<file path="config.mk">
export PLATFORM = sky130hd
export DESIGN_NAME = antialiased_line_coverage_gen
export DESIGN_NICKNAME = d
export VERILOG_FILES = /design/src/rtl/core/aaline_pkg.sv /design/src/rtl/core/aaline_ctrl.sv /design/src/rtl/core/aaline_dpath.sv /design/src/rtl/core/antialiased_line_coverage_gen.sv
export SDC_FILE = /design/constraint.sdc
export NUM_CORES = 1
export LEC_CHECK = 0
export BUFFER_PORTS_ARGS = -buffer_cell sky130_fd_sc_hd__buf_2
export CAP_MARGIN = 20
export CORE_MARGIN = 8
export CORE_UTILIZATION = 65
export DETAILED_ROUTE_END_ITERATION = 8
export PLACE_DENSITY = 0.81
export SETUP_SLACK_MARGIN = 0.5
export SYNTH_ARGS = -nofsm -noshare
export SYNTH_HDL_FRONTEND = slang
export SYNTH_SLANG_ARGS = --single-unit
</file>
<file path="constraint.sdc">
create_clock -name aclk -period 11.5 [get_ports aclk]
set_input_delay 0 -clock aclk [delete_from_list [all_inputs] [get_ports aclk]]
set_output_delay 0 -clock aclk [all_outputs]
set_load 0.01 [all_outputs]
</file>
<file path="src/rtl/core/aaline_pkg.sv">
package aaline_pkg;

    localparam int COORD_BITS   = 12;
    localparam int FRAC_BITS    = 16;
    localparam int OUT_BITS     = COORD_BITS + 1;
    localparam int WEIGHT_BITS  = 9;
    localparam int LOW_W_BITS   = 8;
    localparam int DIV_BITS     = COORD_BITS + FRAC_BITS;
    localparam int DIV_CNT_BITS = $clog2(DIV_BITS);
    localparam int MAG_BITS     = FRAC_BITS + 1;
    localparam int SLOPE_BITS   = FRAC_BITS + 2;
    localparam int ACC_BITS     = COORD_BITS + FRAC_BITS + 1;

    localparam logic [WEIGHT_BITS-1:0] WEIGHT_FULL = WEIGHT_BITS'(256);
    localparam logic [WEIGHT_BITS-1:0] WEIGHT_HALF = WEIGHT_BITS'(128);
    localparam logic [WEIGHT_BITS-1:0] WEIGHT_NONE = WEIGHT_BITS'(0);

    localparam logic ACTION_LOAD = 1'b0;
    localparam logic ACTION_STEP = 1'b1;

    typedef enum logic [2:0] {
        ST_IDLE,
        ST_PREP,
        ST_ORDER,
        ST_DIV,
        ST_FINISH
    } state_t;

    typedef enum logic [1:0] {
        PH_FIRST,
        PH_LAST,
        PH_INTERIOR
    } phase_t;

    typedef struct packed {
        logic load;
        logic prep;
        logic order;
        logic div_step;
        logic finish;
        logic step;
    } dp_cmd_t;

    typedef struct packed {
        logic line_active;
    } dp_status_t;

endpackage

</file>
<file path="src/rtl/core/aaline_ctrl.sv">
module aaline_ctrl (
    input  logic                   aclk,
    input  logic                   aresetn,
    input  logic                   s_valid,
    input  logic                   s_action,
    output logic                   s_ready,
    output logic                   m_valid,
    input  logic                   m_ready,
    input  aaline_pkg::dp_status_t status,
    output aaline_pkg::dp_cmd_t    cmd
);
    import aaline_pkg::*;

    state_t                  state_reg, state_next;
    logic [DIV_CNT_BITS-1:0] cnt_reg, cnt_next;
    logic                    m_valid_reg, m_valid_next;
    logic                    accept;

    always_ff @(posedge aclk) begin
        if (!aresetn) begin
            state_reg   <= ST_IDLE;
            cnt_reg     <= '0;
            m_valid_reg <= 1'b0;
        end else begin
            state_reg   <= state_next;
            cnt_reg     <= cnt_next;
            m_valid_reg <= m_valid_next;
        end
    end

    assign s_ready = (state_reg == ST_IDLE) && (!m_valid_reg || m_ready);
    assign accept  = s_valid && s_ready;
    assign m_valid = m_valid_reg;

    always_comb begin
        state_next   = state_reg;
        cnt_next     = cnt_reg;
        cmd          = '0;
        m_valid_next = m_valid_reg && !m_ready;
        unique case (state_reg)
            ST_IDLE: begin
                if (accept) begin
                    if (s_action == ACTION_LOAD) begin
                        cmd.load   = 1'b1;
                        state_next = ST_PREP;
                    end else if (status.line_active) begin
                        cmd.step     = 1'b1;
                        m_valid_next = 1'b1;
                    end
                end
            end
            ST_PREP: begin
                cmd.prep   = 1'b1;
                state_next = ST_ORDER;
            end
            ST_ORDER: begin
                cmd.order  = 1'b1;
                cnt_next   = '0;
                state_next = ST_DIV;
            end
            ST_DIV: begin
                cmd.div_step = 1'b1;
                cnt_next     = cnt_reg + DIV_CNT_BITS'(1);
                if (cnt_reg == DIV_CNT_BITS'(DIV_BITS - 1)) begin
                    state_next = ST_FINISH;
                end
            end
            ST_FINISH: begin
                cmd.finish = 1'b1;
                state_next = ST_IDLE;
            end
            default: begin
                state_next = ST_IDLE;
            end
        endcase
    end

endmodule

</file>
<file path="src/rtl/core/aaline_dpath.sv">
module aaline_dpath (
    input  logic                                      aclk,
    input  logic                                      aresetn,
    input  aaline_pkg::dp_cmd_t                       cmd,
    output aaline_pkg::dp_status_t                    status,
    input  logic [aaline_pkg::COORD_BITS-1:0]         s_start_x,
    input  logic [aaline_pkg::COORD_BITS-1:0]         s_start_y,
    input  logic [aaline_pkg::COORD_BITS-1:0]         s_end_x,
    input  logic [aaline_pkg::COORD_BITS-1:0]         s_end_y,
    output logic [aaline_pkg::OUT_BITS-1:0]           m_upper_px,
    output logic [aaline_pkg::OUT_BITS-1:0]           m_upper_py,
    output logic [aaline_pkg::WEIGHT_BITS-1:0]        m_upper_weight,
    output logic [aaline_pkg::OUT_BITS-1:0]           m_lower_px,
    output logic [aaline_pkg::OUT_BITS-1:0]           m_lower_py,
    output logic [aaline_pkg::WEIGHT_BITS-1:0]        m_lower_weight,
    output logic                                      m_last_column
);
    import aaline_pkg::*;

    logic [COORD_BITS-1:0]  ax_reg, ay_reg, bx_reg, by_reg;
    logic [COORD_BITS-1:0]  amj_reg, amn_reg, bmj_reg, bmn_reg;
    logic                   steep_reg, neg_reg, line_active_reg;
    phase_t                 phase_reg;
    logic [OUT_BITS-1:0]    major_pos_reg;
    logic [COORD_BITS-1:0]  major_end_reg, first_minor_reg, last_minor_reg, dx_reg;
    logic [COORD_BITS-1:0]  rem_reg, rem_next;
    logic [DIV_BITS-1:0]    dvd_reg;
    logic [SLOPE_BITS-1:0]  slope_reg;
    logic [ACC_BITS-1:0]    acc_reg;

    logic [OUT_BITS-1:0]    up_px_reg, up_py_reg, lo_px_reg, lo_py_reg;
    logic [WEIGHT_BITS-1:0] up_w_reg, lo_w_reg;
    logic                   last_reg;

    // prep
    logic [COORD_BITS-1:0]  adx, ady;
    logic                   steep_next;
    // order
    logic                   swap;
    logic [COORD_BITS-1:0]  mj_lo, mj_hi, mn_lo, mn_hi, dy_mag;
    // divide
    logic [COORD_BITS:0]    rem_shift;
    logic [COORD_BITS+1:0]  rem_diff;
    logic                   q_bit;
    // finish
    logic [MAG_BITS-1:0]    mag;
    logic [SLOPE_BITS-1:0]  slope_next;
    logic [ACC_BITS-1:0]    slope_ext;
    // column
    logic [ACC_BITS-1:0]    acc_clamp;
    logic [COORD_BITS-1:0]  int_minor;
    logic [LOW_W_BITS-1:0]  int_low_w;
    logic [OUT_BITS-1:0]    major_inc, col_major, col_minor, col_minor1;
    logic [WEIGHT_BITS-1:0] col_up_w, col_lo_w;
    logic                   col_last;

    assign adx        = (ax_reg > bx_reg) ? ax_reg - bx_reg : bx_reg - ax_reg;
    assign ady        = (ay_reg > by_reg) ? ay_reg - by_reg : by_reg - ay_reg;
    assign steep_next = ady > adx;

    assign swap   = amj_reg > bmj_reg;
    assign mj_lo  = swap ? bmj_reg : amj_reg;
    assign mj_hi  = swap ? amj_reg : bmj_reg;
    assign mn_lo  = swap ? bmn_reg : amn_reg;
    assign mn_hi  = swap ? amn_reg : bmn_reg;
    assign dy_mag = (mn_hi < mn_lo) ? mn_lo - mn_hi : mn_hi - mn_lo;

    assign rem_shift = {rem_reg, dvd_reg[DIV_BITS-1]};
    assign rem_diff  = {1'b0, rem_shift} - {2'b00, dx_reg};
    assign q_bit     = !rem_diff[COORD_BITS+1];
    assign rem_next  = q_bit ? rem_diff[COORD_BITS-1:0] : rem_shift[COORD_BITS-1:0];

    assign mag        = (dx_reg == '0) ? MAG_BITS'(1) << FRAC_BITS : dvd_reg[MAG_BITS-1:0];
    assign slope_next = neg_reg ? -{1'b0, mag} : {1'b0, mag};
    assign slope_ext  = {{(ACC_BITS-SLOPE_BITS){slope_reg[SLOPE_BITS-1]}}, slope_reg};

    assign acc_clamp = acc_reg[ACC_BITS-1] ? '0 : acc_reg;
    assign int_minor = acc_clamp[FRAC_BITS +: COORD_BITS];
    assign int_low_w = acc_clamp[FRAC_BITS-LOW_W_BITS +: LOW_W_BITS];
    assign major_inc = major_pos_reg + OUT_BITS'(1);

    always_comb begin
        col_major = major_pos_reg;
        col_minor = {1'b0, first_minor_reg};
        col_up_w  = WEIGHT_HALF;
        col_lo_w  = WEIGHT_NONE;
        col_last  = 1'b0;
        case (phase_reg)
            PH_FIRST: begin
                col_last = 1'b0;
            end
            PH_LAST: begin
                col_major = {1'b0, major_end_reg};
                col_minor = {1'b0, last_minor_reg};
                col_last  = major_pos_reg >= {1'b0, major_end_reg};
            end
            PH_INTERIOR: begin
                col_minor = {1'b0, int_minor};
                col_lo_w  = {1'b0, int_low_w};
                col_up_w  = WEIGHT_FULL - {1'b0, int_low_w};
                col_last  = major_inc >= {1'b0, major_end_reg};
            end
            default: begin
                col_last = 1'b0;
            end
        endcase
    end

    assign col_minor1 = col_minor + OUT_BITS'(1);

    always_ff @(posedge aclk) begin
        if (!aresetn) begin
            line_active_reg <= 1'b0;
            phase_reg       <= PH_FIRST;
        end else begin
            if (cmd.load) begin
                line_active_reg <= 1'b0;
            end else if (cmd.finish) begin
                line_active_reg <= 1'b1;
                phase_reg       <= PH_FIRST;
            end else if (cmd.step) begin
                case (phase_reg)
                    PH_FIRST: phase_reg <= PH_LAST;
                    PH_LAST: begin
                        if (col_last) begin
                            line_active_reg <= 1'b0;
                        end else begin
                            phase_reg <= PH_INTERIOR;
                        end
                    end
                    default: begin
                        if (col_last) begin
                            line_active_reg <= 1'b0;
                        end
                    end
                endcase
            end
        end
    end

    always_ff @(posedge aclk) begin
        if (cmd.load) begin
            ax_reg <= s_start_x;
            ay_reg <= s_start_y;
            bx_reg <= s_end_x;
            by_reg <= s_end_y;
        end
        if (cmd.prep) begin
            steep_reg <= steep_next;
            amj_reg   <= steep_next ? ay_reg : ax_reg;
            amn_reg   <= steep_next ? ax_reg : ay_reg;
            bmj_reg   <= steep_next ? by_reg : bx_reg;
            bmn_reg   <= steep_next ? bx_reg : by_reg;
        end
        if (cmd.order) begin
            major_pos_reg   <= {1'b0, mj_lo};
            major_end_reg   <= mj_hi;
            first_minor_reg <= mn_lo;
            last_minor_reg  <= mn_hi;
            dx_reg          <= mj_hi - mj_lo;
            neg_reg         <= mn_hi < mn_lo;
            dvd_reg         <= {dy_mag, {FRAC_BITS{1'b0}}};
            rem_reg         <= '0;
        end
        if (cmd.div_step) begin
            rem_reg <= rem_next;
            dvd_reg <= {dvd_reg[DIV_BITS-2:0], q_bit};
        end
        if (cmd.finish) begin
            slope_reg <= slope_next;
            acc_reg   <= {1'b0, first_minor_reg, {FRAC_BITS{1'b0}}}
                         + {{(ACC_BITS-SLOPE_BITS){slope_next[SLOPE_BITS-1]}}, slope_next};
        end
        if (cmd.step) begin
            if (phase_reg == PH_FIRST) begin
                major_pos_reg <= major_inc;
            end else if (phase_reg == PH_INTERIOR) begin
                major_pos_reg <= major_inc;
                acc_reg       <= acc_reg + slope_ext;
            end
            if (steep_reg) begin
                up_px_reg <= col_minor;
                up_py_reg <= col_major;
                lo_px_reg <= col_minor1;
                lo_py_reg <= col_major;
            end else begin
                up_px_reg <= col_major;
                up_py_reg <= col_minor;
                lo_px_reg <= col_major;
                lo_py_reg <= col_minor1;
            end
            up_w_reg <= col_up_w;
            lo_w_reg <= col_lo_w;
            last_reg <= col_last;
        end
    end

    assign status.line_active = line_active_reg;

    assign m_upper_px     = up_px_reg;
    assign m_upper_py     = up_py_reg;
    assign m_upper_weight = up_w_reg;
    assign m_lower_px     = lo_px_reg;
    assign m_lower_py     = lo_py_reg;
    assign m_lower_weight = lo_w_reg;
    assign m_last_column  = last_reg;

endmodule

</file>
<file path="src/rtl/core/antialiased_line_coverage_gen.sv">
// Step transaction: the column is registered and appears on the m_ side in the cycle after acceptance;
// one step per cycle while the output is taken.
// Load transaction: the next input is not taken until the controller has passed through PREP,
// ORDER, the restoring gradient divider in DIV (one quotient bit per cycle) and FINISH.
// Reset (aresetn low, synchronous) clears the controller, output valid and the active line.
module antialiased_line_coverage_gen (
    input  logic                                aclk,
    input  logic                                aresetn,
    input  logic                                s_valid,
    output logic                                s_ready,
    input  logic                                s_action,
    input  logic [aaline_pkg::COORD_BITS-1:0]   s_start_x,
    input  logic [aaline_pkg::COORD_BITS-1:0]   s_start_y,
    input  logic [aaline_pkg::COORD_BITS-1:0]   s_end_x,
    input  logic [aaline_pkg::COORD_BITS-1:0]   s_end_y,
    output logic                                m_valid,
    input  logic                                m_ready,
    output logic [aaline_pkg::OUT_BITS-1:0]     m_upper_px,
    output logic [aaline_pkg::OUT_BITS-1:0]     m_upper_py,
    output logic [aaline_pkg::WEIGHT_BITS-1:0]  m_upper_weight,
    output logic [aaline_pkg::OUT_BITS-1:0]     m_lower_px,
    output logic [aaline_pkg::OUT_BITS-1:0]     m_lower_py,
    output logic [aaline_pkg::WEIGHT_BITS-1:0]  m_lower_weight,
    output logic                                m_last_column
);
    import aaline_pkg::*;

    dp_cmd_t    cmd;
    dp_status_t status;

    aaline_ctrl u_ctrl (
        .aclk     (aclk),
        .aresetn  (aresetn),
        .s_valid  (s_valid),
        .s_action (s_action),
        .s_ready  (s_ready),
        .m_valid  (m_valid),
        .m_ready  (m_ready),
        .status   (status),
        .cmd      (cmd)
    );

    aaline_dpath u_dpath (
        .aclk           (aclk),
        .aresetn        (aresetn),
        .cmd            (cmd),
        .status         (status),
        .s_start_x      (s_start_x),
        .s_start_y      (s_start_y),
        .s_end_x        (s_end_x),
        .s_end_y        (s_end_y),
        .m_upper_px     (m_upper_px),
        .m_upper_py     (m_upper_py),
        .m_upper_weight (m_upper_weight),
        .m_lower_px     (m_lower_px),
        .m_lower_py     (m_lower_py),
        .m_lower_weight (m_lower_weight),
        .m_last_column  (m_last_column)
    );

endmodule

</file>
==> results.json <==
{
  "worstSetupPathType": "flip-flop to flip-flop",
  "syn-num-nets": 2396,
  "die_h_um": 197.0,
  "grt_first_pass_wirelength_um": 83370,
  "overflow": 0,
  "htreeDepth": 2,
  "drive_gt1_frac": 0.1045,
  "fmax_ghz": 0.1546,
  "insertion_delay_ps": 540,
  "run_status": "complete, no violations",
  "post-place-cells": 2673,
  "finish.utilization": 0.7444,
  "yosysSeqAreaShare": 0.4358,
  "vias": 16894,
  "hpwl_um": 38120,
  "drv_cap": 0,
  "crit_slowest_cell": "nand3_1",
  "wl_per_cell_um": 18.75,
  "critPathLaunchType": "flip-flop",
  "slew_headroom": 0.2781,
  "drc": 0,
  "clk_pin_slew_ps": 60,
  "syn_avg_cell_area_sq_um": 9.771,
  "pre_cts_ws_ps": 5044,
  "rows": 66,
  "multiInputGateArea_sq_um": 11130,
  "synthDistinctLibCells": 92,
  "cts_buffers": 37,
  "yosysTopAreaCellShare": 0.3850,
  "fin_crit_ps": 6470,
  "power_density_nw_per_um2": 187.1,
  "cts_tree": "done",
  "cp_cell_sequence": "inv_1 -> ha_1 -> inv_1 -> fa_1 -> a21o_1 -> a211oi_1 -> o21bai_1 -> o311ai_1 -> nand3_1 -> mux2_2 -> or3_1 -> o21ai_0 -> a21oi_1 -> xnor2_1 -> ha_1 -> nand4_1 -> nor2_1 -> a21oi_1 -> a22oi_2 -> buf_4 -> mux2_2",
  "placed_cell_area_sq_um": 22230,
  "port_buffers": 124,
  "hold_viol": 0,
  "hold_class": "input pin to flip-flop",
  "clk_path_buf_depth": 3,
  "cp_max_fo": 41,
  "irDropWorstVdd_mv": 0.1448,
  "die_w_um": 197.0,
  "fin_cells": 2795,
  "grt_max_degree": 75,
  "ant_nets": 0,
  "synth-edff-count": 273,
  "first_global_vias": 16147,
  "postCtsSetupBuffers": 0,
  "area_growth_pct": 13.19,
  "drt_wl_total_um": 52410,
  "grt_use_total": 0.2640,
  "tns_ps": 0,
  "first_pass_iters": 6,
  "worst_pin_slew_ps": 1079,
  "ios": 126,
  "ff_latch_area_sq_um": 9279,
  "antenna_found_initial": 0,
  "crit_family": "compound AO/OA/AOI/OAI gates",
  "drt_iter0_drc": 1514,
  "slew_violations": 0,
  "required_ps": 11780,
  "synth_area_sq_um": 21290,
  "async_reset_ff_frac": 0,
  "ys_top_cells_by_area": "edfxtp_1 39%, ha_1 9.2%, dfxtp_1 5.1%",
  "ys_seq_elements": 327,
  "synth_top_area_cell": "edfxtp_1",
  "crit_arrival_ps": 6750,
  "fillers": 2264,
  "largest_reg_flops": 29,
  "via_per_inst": 6.044,
  "netlist_instances": 2179,
  "nets": 2541,
  "root_buffer": "clkbuf_16",
  "yosys_warnings": 0,
  "rsz0062_at_grt": "false",
  "path_buf_inv": 3,
  "cts_resized": 0,
  "cp-end-kind": "flip-flop",
  "die-area_sq_um": 38800,
  "leakage_nw": 10.02,
  "final.setup.worst_slack_ps": 5030,
  "antenna_cells": 0,
  "clock_sinks": 327,
  "fin_crit_sh": 0.5626,
  "yosys_most_used_dff": "edfxtp_1",
  "initial_core_util": 0.6577,
  "place_congestion": 0.9572,
  "setup_viol": 0,
  "design_area_sq_um": 24100,
  "finalClockSkew_ps": 10.66,
  "core-area_sq_um": 32370,
  "slowest_delay_ps": 650
}
==> routing by layer <==
layer  GRT usage  vias to the layer above  wire length (um)
met5           0                        -                 0
met4      0.1140                        0              2278
met3     0.03548                      119              2925
met2      0.4619                      542             25570
met1      0.3237                     8060             21640
li1            -                     8173                 -
==> worst min-delay path: stages <==
cell and delay [ps]:
buf_2 130, nand4_1 190, nor2_1 100, a21oi_1 120
==> cell families (layout without fill, tap and decap cells) <==
kind of cell / count (synthesis) / after routing / synth area share
AO/OA/AOI/OAI: 559 / 559 / 0.1728
XOR/XNOR: 120 / 120 / 0.04972
adder cells (fa/ha/maj): 170 / 170 / 0.1017
buffers and inverters: 225 / 399 / 0.04208
flip-flops: 327 / 327 / 0.4358
multiplexers: 97 / 97 / 0.04637
other: 1 / 1 / 0.0001761
AND/OR/NAND/NOR: 680 / 680 / 0.1514
==> final timing paths <==
path                               startpoint                            end  slack, ps  cells after the start
setup / recovery  u_dpath.ax_reg[0]$_DFFE_PP_  u_dpath.amn_reg[11]$_DFFE_PP_       5030                     21
hold / removal                        s_valid    u_dpath.status$_SDFFE_PP0P_         40                      4
setup reg to reg  u_dpath.ax_reg[0]$_DFFE_PP_  u_dpath.amn_reg[11]$_DFFE_PP_       5030                     21
hold reg to reg    u_dpath.acc_reg[5]$_DFF_P_     u_dpath.acc_reg[5]$_DFF_P_        480                      2
==> report_power, final <==
| group | total (W) | switching (W) | internal, W |
|---|---|---|---|
| Clock | 0.00127 | 0.000473 | 0.000798 |
| Sequential | 0.00164 | 0.000156 | 0.00149 |
| Combinational | 0.00160 | 0.000911 | 0.000686 |
==> placed cells by master (no fill, tap or decap), drive strengths merged, types with 14 or more instances in the layout <==
| cell type | instances |
|---|---|
| edfxtp | 273 |
| nand2 | 218 |
| nor2 | 189 |
| ha | 157 |
| buf | 143 |
| a21oi | 139 |
| inv | 134 |
| o21ai | 122 |
| mux2i | 87 |
| xnor2 | 75 |
| a21o | 55 |
| dfxtp | 54 |
| dlygate4sd3 | 53 |
| nand3 | 50 |
| clkbuf | 48 |
| o21a | 45 |
| xor2 | 45 |
| nand2b | 40 |
| nor2b | 39 |
| and2 | 29 |
| and3 | 28 |
| a31oi | 27 |
| o31ai | 27 |
| nor3 | 25 |
| o211ai | 23 |
| o21bai | 18 |
| nand4 | 15 |
| a221oi | 14 |
==> area by class of cell <==
type | count | area share
clock buffers | 48 | 0.04315
inverters | 135 | 0.02103
multi-input cells | 1627 | 0.4620
well taps | 442 | 0.02295
clock inverters | 20 | 0.01194
repair buffers | 196 | 0.05384
flip-flops and latches | 327 | 0.3850
==> repair_timing <==
| action | in CTS | in global routing |
|---|---|---|
| endpoints found under the setup margin | 0 | 0 |
| hold endpoints to repair | 60 | 0 |
| hold buffers | 53 | 0 |
==> per-stage QoR <==
step / hold slack (ps) / total power [W]
detailed placement: 178.1 / 0.003208
floorplan: 98.87 / 0.002845
global placement: 176.7 / 0.003150
global route: 39.34 / 0.004756
finish: 39.00 / 0.004508
CTS: 30.87 / 0.004503
==> cell usage after synthesis (all sizes together) (5+ instances only) <==
cell,count
nand2,218
o22a,5
nor3,25
mux2i,87
a21oi,139
o31ai,27
xnor2,75
inv,133
buf,18
a31oi,27
dfxtp,54
o31a,5
a21boi,13
and2,29
a221oi,14
o21bai,18
clkbuf,72
nor3b,8
maj3,6
nand3,50
mux2,10
edfxtp,273
nand4,15
or3,10
ha,157
a211oi,11
xor2,45
nand2b,40
o211ai,23
fa,7
o21a,45
a21o,55
nor2b,39
a211o,5
and3,28
o21ai,122
nor2,189
and4,5
nor4,10
a22oi,11
No activity file was read; power rests on OpenSTA's default activity.
